`src/rtl/core/lte_pkg.sv`:
```
`default_nettype none

package lte_pkg;

   localparam int TABLE_ENTRIES_DEF = 64;

   localparam int KIND_W     = 2;
   localparam int IP_W       = 32;
   localparam int PORT_W     = 16;
   localparam int SPAN_W     = 32;
   localparam int EXP_W      = 33;
   localparam int DEFSPAN_W  = 17;
   localparam int MAXSPAN_W  = 20;
   localparam int STATUS_W   = 3;
   localparam int COUNT_W    = 7;
   localparam int CSR_IDX_W  = 1;
   localparam int CSR_DATA_W = 20;

   localparam logic [DEFSPAN_W-1:0] DEF_SPAN_RST = 17'd3600;
   localparam logic [MAXSPAN_W-1:0] MAX_SPAN_RST = 20'd86400;

   typedef enum logic [KIND_W-1:0] {
      KIND_REG  = 2'd0,
      KIND_TICK = 2'd1,
      KIND_LIST = 2'd2
   } lte_kind_type;

   typedef enum logic [STATUS_W-1:0] {
      ST_ADDED     = 3'd0,
      ST_REFRESHED = 3'd1,
      ST_DROPPED   = 3'd2,
      ST_LISTED    = 3'd3,
      ST_EMPTY     = 3'd4,
      ST_TICK      = 3'd5
   } lte_status_type;

   typedef enum logic [CSR_IDX_W-1:0] {
      CSR_DEFAULT_SPAN = 1'b0,
      CSR_MAX_SPAN     = 1'b1
   } lte_csr_type;

   typedef enum logic [1:0] {
      RSEL_ZERO = 2'd0,
      RSEL_IDX  = 2'd1,
      RSEL_NEXT = 2'd2,
      RSEL_TAIL = 2'd3
   } lte_rsel_type;

   typedef enum logic [1:0] {
      WSEL_REFRESH = 2'd0,
      WSEL_APPEND  = 2'd1,
      WSEL_MOVE    = 2'd2
   } lte_wsel_type;

   typedef enum logic {
      RLD_PEND  = 1'b0,
      RLD_ENTRY = 1'b1
   } lte_rld_type;

   typedef enum logic [3:0] {
      S_IDLE     = 4'd0,
      S_RG_FIRST = 4'd1,
      S_RG_CHK   = 4'd2,
      S_RG_END   = 4'd3,
      S_TICK     = 4'd4,
      S_SW_FIRST = 4'd5,
      S_SW_CHK   = 4'd6,
      S_SW_MOVE  = 4'd7,
      S_LS_FIRST = 4'd8,
      S_LS_OUT   = 4'd9,
      S_RESP     = 4'd10
   } lte_state_type;

   typedef struct packed {
      logic           latch;
      logic           idx_clr;
      logic           idx_inc;
      logic           rd_en;
      lte_rsel_type   rsel;
      logic           wr_en;
      lte_wsel_type   wsel;
      logic           cnt_inc;
      logic           cnt_dec;
      logic           now_inc;
      logic           set_status;
      lte_status_type status;
      logic           rsp_load;
      lte_rld_type    rld;
   } lte_cmd_type;

   typedef struct packed {
      logic count_zero;
      logic idx_last;
      logic full;
      logic hit;
      logic expired;
      logic slot_free;
   } lte_sts_type;

endpackage

`default_nettype wire

```
`src/rtl/core/lte_ctrl.sv`:
```
`default_nettype none

module lte_ctrl (
   input  logic                      clock,
   input  logic                      reset,
   input  logic                      req_valid,
   input  logic [lte_pkg::KIND_W-1:0] req_kind,
   output logic                      req_ready,
   input  lte_pkg::lte_sts_type      sts,
   output lte_pkg::lte_cmd_type      cmd
);
   import lte_pkg::*;

   lte_state_type state_ff;
   lte_state_type state_in;

   always_ff @(posedge clock) begin
      if (reset) begin
         state_ff <= S_IDLE;
      end else begin
         state_ff <= state_in;
      end
   end

   always_comb begin
      state_in = state_ff;
      unique case (state_ff)
         S_IDLE: begin
            if (req_valid) begin
               unique case (lte_kind_type'(req_kind))
                  KIND_REG:  state_in = S_RG_FIRST;
                  KIND_TICK: state_in = S_TICK;
                  KIND_LIST: state_in = S_SW_FIRST;
                  default:   state_in = S_IDLE;
               endcase
            end
         end
         S_RG_FIRST: state_in = sts.count_zero ? S_RG_END : S_RG_CHK;
         S_RG_CHK: begin
            if (sts.hit) begin
               state_in = S_RESP;
            end else if (sts.idx_last) begin
               state_in = S_RG_END;
            end
         end
         S_RG_END:   state_in = S_RESP;
         S_TICK:     state_in = S_RESP;
         S_SW_FIRST: state_in = sts.count_zero ? S_LS_FIRST : S_SW_CHK;
         S_SW_CHK: begin
            if (sts.expired) begin
               state_in = S_SW_MOVE;
            end else if (sts.idx_last) begin
               state_in = S_LS_FIRST;
            end
         end
         S_SW_MOVE:  state_in = sts.idx_last ? S_LS_FIRST : S_SW_CHK;
         S_LS_FIRST: state_in = sts.count_zero ? S_RESP : S_LS_OUT;
         S_LS_OUT: begin
            if (sts.slot_free && sts.idx_last) begin
               state_in = S_IDLE;
            end
         end
         S_RESP: begin
            if (sts.slot_free) begin
               state_in = S_IDLE;
            end
         end
         default: state_in = S_IDLE;
      endcase
   end

   always_comb begin
      cmd       = '0;
      req_ready = 1'b0;
      unique case (state_ff)
         S_IDLE: begin
            req_ready = 1'b1;
            if (req_valid) begin
               cmd.latch   = 1'b1;
               cmd.idx_clr = 1'b1;
            end
         end
         S_RG_FIRST: begin
            if (!sts.count_zero) begin
               cmd.rd_en = 1'b1;
               cmd.rsel  = RSEL_ZERO;
            end
         end
         S_RG_CHK: begin
            if (sts.hit) begin
               cmd.wr_en      = 1'b1;
               cmd.wsel       = WSEL_REFRESH;
               cmd.set_status = 1'b1;
               cmd.status     = ST_REFRESHED;
            end else if (!sts.idx_last) begin
               cmd.rd_en   = 1'b1;
               cmd.rsel    = RSEL_NEXT;
               cmd.idx_inc = 1'b1;
            end
         end
         S_RG_END: begin
            cmd.set_status = 1'b1;
            if (sts.full) begin
               cmd.status = ST_DROPPED;
            end else begin
               cmd.status  = ST_ADDED;
               cmd.wr_en   = 1'b1;
               cmd.wsel    = WSEL_APPEND;
               cmd.cnt_inc = 1'b1;
            end
         end
         S_TICK: begin
            cmd.now_inc    = 1'b1;
            cmd.set_status = 1'b1;
            cmd.status     = ST_TICK;
         end
         S_SW_FIRST: begin
            if (!sts.count_zero) begin
               cmd.rd_en = 1'b1;
               cmd.rsel  = RSEL_ZERO;
            end
         end
         S_SW_CHK: begin
            if (sts.expired) begin
               cmd.rd_en = 1'b1;
               cmd.rsel  = RSEL_TAIL;
            end else if (!sts.idx_last) begin
               cmd.rd_en   = 1'b1;
               cmd.rsel    = RSEL_NEXT;
               cmd.idx_inc = 1'b1;
            end
         end
         S_SW_MOVE: begin
            cmd.wr_en   = 1'b1;
            cmd.wsel    = WSEL_MOVE;
            cmd.cnt_dec = 1'b1;
            if (!sts.idx_last) begin
               cmd.rd_en = 1'b1;
               cmd.rsel  = RSEL_IDX;
            end
         end
         S_LS_FIRST: begin
            if (sts.count_zero) begin
               cmd.set_status = 1'b1;
               cmd.status     = ST_EMPTY;
            end else begin
               cmd.rd_en   = 1'b1;
               cmd.rsel    = RSEL_ZERO;
               cmd.idx_clr = 1'b1;
            end
         end
         S_LS_OUT: begin
            if (sts.slot_free) begin
               cmd.rsp_load = 1'b1;
               cmd.rld      = RLD_ENTRY;
               if (!sts.idx_last) begin
                  cmd.rd_en   = 1'b1;
                  cmd.rsel    = RSEL_NEXT;
                  cmd.idx_inc = 1'b1;
               end
            end
         end
         S_RESP: begin
            if (sts.slot_free) begin
               cmd.rsp_load = 1'b1;
               cmd.rld      = RLD_PEND;
            end
         end
         default: begin
            cmd = '0;
         end
      endcase
   end

endmodule

`default_nettype wire

```
`config.mk`:
```
export PLATFORM = sky130hd
export DESIGN_NAME = lte_ctrl
export DESIGN_NICKNAME = d
export VERILOG_FILES = /design/src/rtl/core/lte_pkg.sv /design/src/rtl/core/lte_ctrl.sv
export SDC_FILE = /design/constraint.sdc
export NUM_CORES = 1
export LEC_CHECK = 0
export BUFFER_PORTS_ARGS = -buffer_cell sky130_fd_sc_hd__buf_2
export CAP_MARGIN = 20
export CORE_MARGIN = 2
export CORE_UTILIZATION = 47
export DETAILED_ROUTE_END_ITERATION = 10
export PLACE_DENSITY = 0.78
export SYNTH_ARGS = -nofsm -noshare
export SYNTH_HDL_FRONTEND = slang
export SYNTH_SLANG_ARGS = --single-unit
```
`constraint.sdc`:
```
create_clock -name clock -period 2.2 [get_ports clock]
set_input_delay 0.44 -clock clock [delete_from_list [all_inputs] [get_ports clock]]
set_output_delay 0.44 -clock clock [all_outputs]
set_load 0.01 [all_outputs]
```
==> results of run 1 <==
[layer usage]
metal / vias to the layer above / wire [um] / global-route usage (%)
met5: - / 0 / 0
met4: 0 / 0 / 3.03
met3: 0 / 123 / 3.83
met2: 37 / 994 / 36.1
met1: 411 / 812 / 28.0
li1: 421 / - / -
[worst max-delay path, delay by kind of cell (launching register included)]
kind            cells  cell delay [ns]
flops               1             0.31
simple gates        2             0.49
compound gates      2             0.30
buf+inv             2             0.31
[metrics by stage]
stage	instances	hold WS [ns]	worst slack (ns)	total power, mW
floorplan	101	0.505	0.293	0.814
global placement	143	0.626	0.127	1.04
detailed placement	143	0.633	0.102	1.05
CTS	146	0.428	0.0506	1.15
global route	146	0.436	0.00354	1.27
finish	146	0.434	0.104	1.16
[power by group]
part / switching [mW] / internal [mW] / total [mW]
Clock: 0.0278 / 0.0608 / 0.0886
Sequential: 0.0586 / 0.108 / 0.166
Combinational: 0.505 / 0.404 / 0.909
[logic make-up after synthesis]
kind of cell	count (synthesis)	synth area share, %
and+or+nand+nor	44	35.0
xor gates and xnor gates	1	1.22
DFF	4	11.1
AOI/OAI and AO/OA	32	35.5
buffers and inverters	17	12.0
adders and majority gates	3	5.22
[cell type report]
type,instances,share of cell area (%)
Multi-Input combinational cell,80,61.5
Timing Repair Buffer,35,21.4
Sequential cell,4,9.10
Inverter,8,3.31
Clock buffer,3,2.48
Tap cell,16,2.21
[worst paths after layout]
| check | end | slack [ns] | cells after the start | startpoint |
|---|---|---|---|---|
| worst min register to register | state_ff[0] | 0.56 | 2 | state_ff[0] |
| worst max register to register | state_ff[1] | 0.49 | 6 | state_ff[1] |
| worst max-delay path | cmd[14] | 0.10 | 6 | state_ff[3] |
| worst min-delay path | state_ff[1] | 0.43 | 2 | reset |
[cells in the final DEF (no fill, tap or decap), types with 2 or more instances in the layout]
master    Yosys  layout
a21o_1        3       3
nor2b_2       0       2
nor4b_1       3       3
nor2_1        7       7
clkbuf_4      0       3
nor3_1        7       7
a21oi_1      10      10
o21ai_0       5       5
dfxtp_1       4       2
nand2_1       7       7
nand4_1       2       2
nor2b_1       5       3
inv_1         8       8
or3_1         4       4
nand2b_1      3       3
dfxtp_2       0       2
ha_1          3       3
and2_1        2       2
buf_2         3      29
buf_4         3       5
[repair_timing]
action / CTS / global route
setup buffers: 0 / 0
gates resized for setup: 1 / 4
cloned: 0 / 0
setup endpoints to repair: 2 / 3
==> impl_results.md, run 1 <==
* Port bufs at 29
* Layout Utilization at approximately three fifths
* Synth area leaders: dfxtp_1 11%, a21oi_1 7.0%, ha_1 5.2%
* Die ar. at 1860 um2
* 1st-pass router iterations at 4
* Total gr overflow at 0
* DRC at 0
* Sinks on Clock Net at 4
* Area taken by multi-input logic gates at 558 um2
* Unrepaired setup endpoints after global routing: no
* Critical setup path kind: reg -> out
* Syn nets at approximately 120
* Layout cells sized above 1 at ~37%
* Clock Latency Late Sink at 0.23 ns
* IO Pins at 30
* Placement Cell Area at a little under 900 um2
* Die W at about 43 um
* Synth-to-layout area growth at 26.1%
* Sequential fraction of the synthesis area at ~11%
* WP data arrival at 1.66 ns
* Detailed Place HPWL at roughly 1500 um
* Total GRT Usage at between 20% and 30%
* Vias in the first global route at around 750
* Fin Setup TNS at 0 ns
* Max incr delay on CP at 0.36 ns
* # setup viols final at 0
* Hold crit path type: in -> reg
* Slew Viols, Final at 0
* Most common cell in the netlist: a21oi_1
* Post-synth EDFFs at 0
* Chip height at ~43 um
* Crit Path Max Fanout at 10
* Library cells used by synthesis at 39
* Leakage at between 0.4 and 0.5 nW
* Post-route ant nets at 0
* Max reg flops at 4
* Synth Register Bits at 4
* Cts hold-fix bufs at 0
* Hold Vio Cnt, Final at 0
* Regs by FF count: state_ff (4)
* Reg clk slew, reported paths at approximately 0.040 ns
* Asr flop ratio synth at 0%
* Layout net count at 146
* Routed via count at around 870
* Worst EP required at ~1.8 ns
* Synth top area share at 11.1%
* Power Dens Cells at 1280 nW/um2
* Post-Route WL at ~1900 um
* Crit. End Element: output port
* Least-Margin Pin Slew at approximately 0.37 ns
* Leading area contributor after synthesis: dfxtp_1
* Tcrit/Tclk final at 95.3%
* Cts bufs inserted at 3
* Largest register by flop count: state_ff
* Starting Density at 48.9%
* Yosys warning count at 0
* Ys flop type: dfxtp_1
* Iteration-0 DRC Markers at 37
* Most frequent cells after synthesis: 10 x a21oi_1, 8 x inv_1, 7 x nand2_1, 7 x nor2_1, 7 x nor3_1
* Mapped Area at 719 um2
* Peak Freq at about 480 MHz
* H-tree depth at 1
* Row count at 14
* Routed wire length per instance at 13.2 um
* Worst-path cell chain: buf_4 > nand4_1 > a21oi_1 > a41o_1 > or3_1 > buf_2
* Slew Limit Headroom at 75.1%
* Max cap viols at 0
* Crit start category: register
* CTS tree: yes
* Register area at between 80 and 90 um2
* Critical Path Slowest Stage Cell: or3_1
* Mapped Avg Cell Area at 7.12 um2
* Fin Clk Skew at ~0.0046 ns
* Ant diodes at 0
* Global-route wire length before repair at 3130 um
* CTS root buffer: clkbuf_4
* GP Congestion at 0.867
* Gate Count Post-Synth at 101
* Core region area at between 1000 and 1500 um2
* Final min period at 2.10 ns
* Fill count at 149
* Layout Cell Area excl Fill at 907 um2
* Max rail drop VDD at 0.559 mV
* Max clock buf depth at 2
* Status: finished clean
* Post-DR vias/cell at between 5 and 6
* Pin count of the biggest net entering global routing at 21
* Initial antenna violation count at 0
No activity file was read; power rests on OpenSTA's default activity.
==> run 2, diff against run 1 <==
--- a/config.mk
+++ b/config.mk
@@ -5,12 +5,13 @@
 export SDC_FILE = /design/constraint.sdc
 export NUM_CORES = 1
 export LEC_CHECK = 0
+export ABC_AREA = 1
 export BUFFER_PORTS_ARGS = -buffer_cell sky130_fd_sc_hd__buf_2
 export CAP_MARGIN = 20
 export CORE_MARGIN = 2
-export CORE_UTILIZATION = 47
+export CORE_UTILIZATION = 45
 export DETAILED_ROUTE_END_ITERATION = 10
-export PLACE_DENSITY = 0.78
+export PLACE_DENSITY = 0.76
 export SYNTH_ARGS = -nofsm -noshare
 export SYNTH_HDL_FRONTEND = slang
 export SYNTH_SLANG_ARGS = --single-unit
==> run 2 against run 1 <==
Synthesized cell count grew 23%. Largest power group unchanged. Critical path depth increased by 2. Sequential share of layout area is 0.42 points higher. Critical path type unchanged. Critical endpoint unchanged. Register-to-register slack better by 0.20 ns. Area after synthesis fell by 8.0%. Combinational power is 0.4% higher. Non-clock buffer count fell by 6. Flip-flop and latch count did not move. Clock skew is 0.0029 ns lower.
==> impl_results.md, run 2 <==
* Status: finished clean
* DRC at 0
* Worst hold slack at 0.420 ns
* 1st-pass router iterations at 4
* Detailed Place HPWL at between 1000 and 1500 um
* Max reg flops at 4
* Crit. End Element: output port
* Mapped Avg Cell Area at 5.34 um2
* IO Pins at 30
* Peak Freq at approximately 500 MHz
* Final min period at about 2.0 ns
* Die ar. at around 1800 um2
* Post-CTS resize count at 0
* Yosys warning count at 0
* Die W at around 42 um
* Hold crit path type: in -> reg
* Synth top area share at 23.8%
* Busiest grt layer: met2
* Vias in the first global route at just over 700
* Least-Margin Pin Slew at 0.315 ns
* GP Congestion at roughly 0.90
* Pre-CTS setup slack at roughly 0.45 ns
* Delay-heaviest family, CP: simple AND/OR/NAND/NOR gates
* Asr flop ratio synth at 0%
* Power Dens Cells at 1400 nW/um2
* Cts bufs inserted at 3
* CP bufs+invs at 2
* Sinks on Clock Net at 4
* CTS tree: yes
* Synth Register Bits at 4
* GR Layer Usage met2 at 36.6%
* Layout net count at around 170
* Psw at 0.690 mW
* Fin Clk Skew at 0.00178 ns
* Met1 usage at between 20% and 30%
* Most frequent cells in the layout: 42 x nand2_1, 29 x buf_2, 18 x nor2_1
* Sequential fraction of the synthesis area at roughly an eighth
* Starting Density at 49.6%
* Post-route ant nets at 0
* Gate Count Post-Synth at 124
* Unrepaired setup endpoints after global routing: no
* Largest register by flop count: state_ff
* Initial antenna violation count at 0
* Leakage at around 0.56 nW
* Routed wire length per instance at 10.4 um
* Most frequent cells after synthesis: 42 x nand2_1, 18 x nor2_1, 16 x inv_1
* Crit Path Max Fanout at 7
* Post-DR vias/cell at approximately 5.1
* Chip height at about 42 um
* CTS root buffer: clkbuf_4
* Most common cell in the netlist: nand2_1
* Ys flop type: dfxtp_1
* M3 GR Usage at a little over 3%
* Iteration-0 DRC Markers at 38
* Comb power frac at between 70% and 80%
* Synth-to-layout area growth at 27.0%
* # setup viols final at 0
* WP data arrival at 1.54 ns
* Commonest non-fill, non-tap cell in the layout: nand2_1
* Max cap viols at 0
* Syn nets at around 140
* Fin Setup TNS at 0 ns
* Crit start category: register
* Row count at 13
* Max clock buf depth at 2
* Synth area leaders: nand2_1 24%, dfxtp_1 12%, nor2_1 10%
* Ant diodes at 0
* Max incr delay on CP at 0.44 ns
* Post-Route WL at around 1800 um
* Regs by FF count: state_ff (4)
* Setup bufs post-CTS at 0
* Reg clk slew, reported paths at 0.04 ns
* Worst-path cell chain: inv_1 > nor2_2 > nand2_1 > nor2_2 > nand2_1 > nand3_1 > nand3b_1 > buf_2
* Slew Viols, Final at 0
* Net Sw Frac at between 50 and 60%
* Post-synth EDFFs at 0
* Layout cells sized above 1 at about a third
* Mapped Area at between 600 and 700 um2
* Leading area contributor after synthesis: nand2_1
* Final worst slack at 0.218 ns
* Cell internal pwr at approximately 0.49 mW
* Core region area at around 1300 um2
* Layout Utilization at around 63%
* Total GRT Usage at between 20% and 30%
* Layout Cell Area excl Fill at between 800 and 900 um2
* Hold Vio Cnt, Final at 0
* Worst EP required at around 1.8 ns
* Tcrit/Tclk final at 90.1%
* Global-route wire length before repair at 2930 um
* Placement Cell Area at roughly 820 um2
* Critical setup path kind: reg -> out
* Critical Path Slowest Stage Cell: dfxtp_1
* Clock power frac at ~7.2%
* Routed via count at between 800 and 900
* Total gr overflow at 0
* Pin count of the biggest net entering global routing at 8
* H-tree depth at 1
* Slew Limit Headroom at ~79%
* Cts hold-fix bufs at 0
* Seq pwr share at around 15%
* Port bufs at 29
* Max rail drop VDD at 0.772 mV
* Clock Latency Late Sink at 0.22 ns
* Library cells used by synthesis at 18
[run 2: cell types whose count changed after synthesis, sizes merged, moves of 5 or more]
cell	before	now
nand3	0	13
nor2b	5	0
buf	8	1
a21oi	10	5
inv	8	18
nand2	7	45
nor2	7	27
nor3	7	0
[run 2: worst register-to-register path: stages (launching register included)]
cell     delay [ns]
dfxtp_1        0.47
inv_2          0.09
nand2_1        0.13
nand2_1        0.11
nand3_2        0.08
nand3_2        0.07
nor2_1         0.26
nand2_1        0.09
a21oi_1        0.13
[run 2: path summary, 6_finish.rpt]
kind                            slack, ns          end        start  cells after the start
worst min register to register       0.56  state_ff[3]  state_ff[3]                      2
worst max register to register       0.69  state_ff[3]  state_ff[1]                      8
worst min-delay path                 0.42  state_ff[1]        reset                      2
worst max-delay path                 0.22      cmd[14]  state_ff[0]                      8
[run 2: cell families (layout without fill, tap and decap cells)]
| group | Yosys count | after routing | synth area share [%] |
|---|---|---|---|
| adder cells (fa/ha/maj) | 3 | 3 | 5.67 |
| AND/OR/NAND/NOR | 88 | 88 | 62.8 |
| AO/OA/AOI/OAI | 9 | 9 | 6.80 |
| flip-flops | 4 | 4 | 12.1 |
| buffers and inverters | 20 | 51 | 12.7 |
[run 2: layout make-up]
cell class                 count  area [um2]
multi-input combinational    100         498
fill                         150         493
timing repair buffer          29         145
sequential                     4        80.1
inverter                      19        76.3
clock buffer                   3        22.5
tap                           15        18.8
[run 2: through the flow]
step                total power [mW]  instances
floorplan                      0.820        124
global placement                1.07        167
detailed placement              1.09        167
CTS                             1.18        170
global route                    1.32        170
finish                          1.18        170
[run 2: power groups by stage]
stage               combinational [mW]  clock [mW]  sequential, mW
global placement                 0.893           0           0.175
detailed placement               0.908           0           0.181
global route                      1.03      0.0941           0.189
floorplan                        0.653           0           0.167
CTS                              0.911      0.0879           0.180
finish                           0.913      0.0843           0.181
[run 2: per-layer routing]
metal | vias up | wire, um
li1 | 448 | -
met1 | 389 | 746
met2 | 31 | 917
met3 | 0 | 108
met4 | 0 | 0
met5 | - | 0
==> run 3, diff against run 2 <==
--- a/config.mk
+++ b/config.mk
@@ -9,9 +9,9 @@
 export BUFFER_PORTS_ARGS = -buffer_cell sky130_fd_sc_hd__buf_2
 export CAP_MARGIN = 20
 export CORE_MARGIN = 2
-export CORE_UTILIZATION = 45
+export CORE_UTILIZATION = 49
 export DETAILED_ROUTE_END_ITERATION = 10
-export PLACE_DENSITY = 0.76
+export PLACE_DENSITY = 0.82
 export SYNTH_ARGS = -nofsm -noshare
 export SYNTH_HDL_FRONTEND = slang
 export SYNTH_SLANG_ARGS = --single-unit
==> constraint.sdc (replaced) <==
create_clock -name clock -period 2.45 [get_ports clock]
set_input_delay 0.49 -clock clock [delete_from_list [all_inputs] [get_ports clock]]
set_output_delay 0.49 -clock clock [all_outputs]
set_load 0.01 [all_outputs]
==> run 3 against run 2 <==
Hold slack improved by 0.036 ns. Clock-buffer cell count unchanged. Die area down 7.4%. Largest power group unchanged. Critical endpoint unchanged. Flip-flop and latch count unchanged. Final cell count did not move. Critical path type unchanged. Wire length fell by 1.9%. Clock skew increased by 0.0029 ns. Power shrank 10%. Setup slack better by 0.19 ns. Sequential power decreased by 10%. Largest cell class unchanged. Highest routed layer is now met4. Sequential share of layout area did not move. Core utilization is 2.4 points higher.
==> impl_results.md, run 3 (synthesis gave the netlist of run 2 again) <==
* Status: finished clean
* Global-route wire length before repair at ~2500 um
* IO Pins at 30
* Final min period at slightly above 2 ns
* Total GRT Usage at 23.2%
* Core region area at between 1000 and 1500 um2
* Tot Pwr at approximately 1.1 mW
* Reg-to-Reg End: state_ff[2]
* 1st-pass router iterations at 4
* Crit Path Max Fanout at 7
* Post-Route WL at 1740 um
* Net Sw Frac at about 60%
* Min-delay src: reset
* Worst-path cell chain: inv_1 > nor2_4 > nand2_1 > nor2_2 > nand2_1 > nand3_1 > nand3b_1 > buf_2
* Slew Limit Headroom at approximately four fifths
* Initial antenna violation count at 0
* Final Non-Filler Cells at 170
* Row count at 13
* Seq pwr share at roughly 15%
* Post-route ant nets at 0
* Post-DR vias/cell at around 4.9
* Power Dens Cells at approximately 1300 nW/um2
* Post-CTS resize count at 0
* Hold crit path type: in -> reg
* Cts bufs inserted at 3
* Crit start category: register
* Total gr overflow at 0
* Max incr delay on CP at 0.43 ns
* Iteration-0 DRC Markers at 20
* Crit. End Element: output port
* Fin Clk Skew at about 0.0047 ns
* Routed via count at about 840
* Placed cell count at 167
* Reg2Reg Depth at 8
* Largest register by flop count: state_ff
* Leakage at around 0.56 nW
* Clock Latency Late Sink at roughly 0.24 ns
* Worst Hold Path EP: state_ff[2]
* Critical setup path kind: reg -> out
* Detailed Place HPWL at about 1500 um
* GP Congestion at a little under 0.9
* Clock power frac at under 10%
* Vias in the first global route at ~600
* Worst hold slack at about 0.46 ns
* Psw at around 0.62 mW
* Fin Setup TNS at 0 ns
* Layout net count at 171
* Max rail drop VDD at around 0.77 mV
* Regs by FF count: state_ff (4)
* Peak Freq at 489 MHz
* Synth-to-layout area growth at 27.0%
* Ant diodes at 0
* Port bufs at 29
* Setup bufs post-CTS at 0
* Reg clk slew, reported paths at about 0.040 ns
* Commonest non-fill, non-tap cell in the layout: nand2_1
* Max clock buf depth at 2
* Most frequent cells in the layout: 42 x nand2_1, 29 x buf_2, 18 x nor2_1
* Worst r2r src: state_ff[1]
* Cts hold-fix bufs at 0
* Most used cell, CP: nand2_1
* DRC at 0
* Max reg flops at 4
* Chip height at approximately 40 um
* Tcrit/Tclk final at 83.5%
* Comb power frac at 76.9%
* Least-Margin Pin Slew at between 0.3 and 0.4 ns
* Fill count at around 130
* Starting Density at about half
* CTS root buffer: clkbuf_4
* Cell internal pwr at 0.439 mW
* Hold Vio Cnt, Final at 0
* Max cap viols at 0
* Sinks on Clock Net at 4
* Die ar. at roughly 1700 um2
* Slew Viols, Final at 0
* Pin count of the biggest net entering global routing at 8
* # setup viols final at 0
* Critical Path Slowest Stage Cell: dfxtp_1
* Layout cells sized above 1 at about a third
* Unrepaired setup endpoints after global routing: no
* Die W at 40.8 um
* Worst hold stages at 2
* R2R setup slack at about 0.96 ns
* Routed wire length per instance at a little over 10 um
* H-tree depth at 1
* CTS tree: yes
* Worst EP required at between 1.5 and 2 ns
* WP data arrival at 1.56 ns
-- run 3: cell counts in the layout (fill, tap and decap cells not counted) --
Identical to the previous run, type by type.
-- run 3: how the worst max path moves through the flow --
stage | start | end
floorplan | state_ff[0] | cmd[14]
global placement | state_ff[3] | cmd[14]
detailed placement | state_ff[3] | cmd[14]
CTS | state_ff[3] | cmd[14]
global route | state_ff[0] | cmd[14]
finish | state_ff[3] | cmd[14]
-- run 3: routing by layer --
layer	vias up	track usage (%)	wire [um]
met5	-	0	0
met4	0	10.0	19
met3	2	3.26	113
met2	24	39.7	880
met1	364	28.6	724
li1	445	-	-
-- run 3: area by class of cell --
| type | count | area (um2) | area share [%] |
|---|---|---|---|
| flip-flops and latches | 4 | 80.1 | 9.52 |
| clock buffers | 3 | 22.5 | 2.68 |
| repair buffers | 29 | 145 | 17.3 |
| well taps | 15 | 18.8 | 2.23 |
| inverters | 19 | 76.3 | 9.08 |
| multi-input cells | 100 | 498 | 59.2 |
-- run 3: power groups by stage --
stage,Sequential (mW),Combinational [mW],Clock [mW]
after CTS,0.160,0.816,0.0872
after global routing,0.170,0.924,0.0898
after detailed placement,0.161,0.813,0
final,0.162,0.812,0.0827
after global placement,0.157,0.800,0
after floorplan,0.150,0.586,0
-- run 3: through the flow --
stage,utilization (%),area [um2],setup slack (ns)
6_report,65.4,841,0.404
5_1_grt,65.4,841,0.244
4_1_cts,65.4,841,0.409
3_5_place_dp,63.7,818,0.663
3_3_place_gp,63.7,818,0.726
2_1_floorplan,-,662,0.687
-- run 3: critical path, delay by kind of cell, from the launching register on --
family / cells / cell delay [ns]
and+or+nand+nor: 6 / 0.63
DFF: 1 / 0.43
buffers and inverters: 2 / 0.25
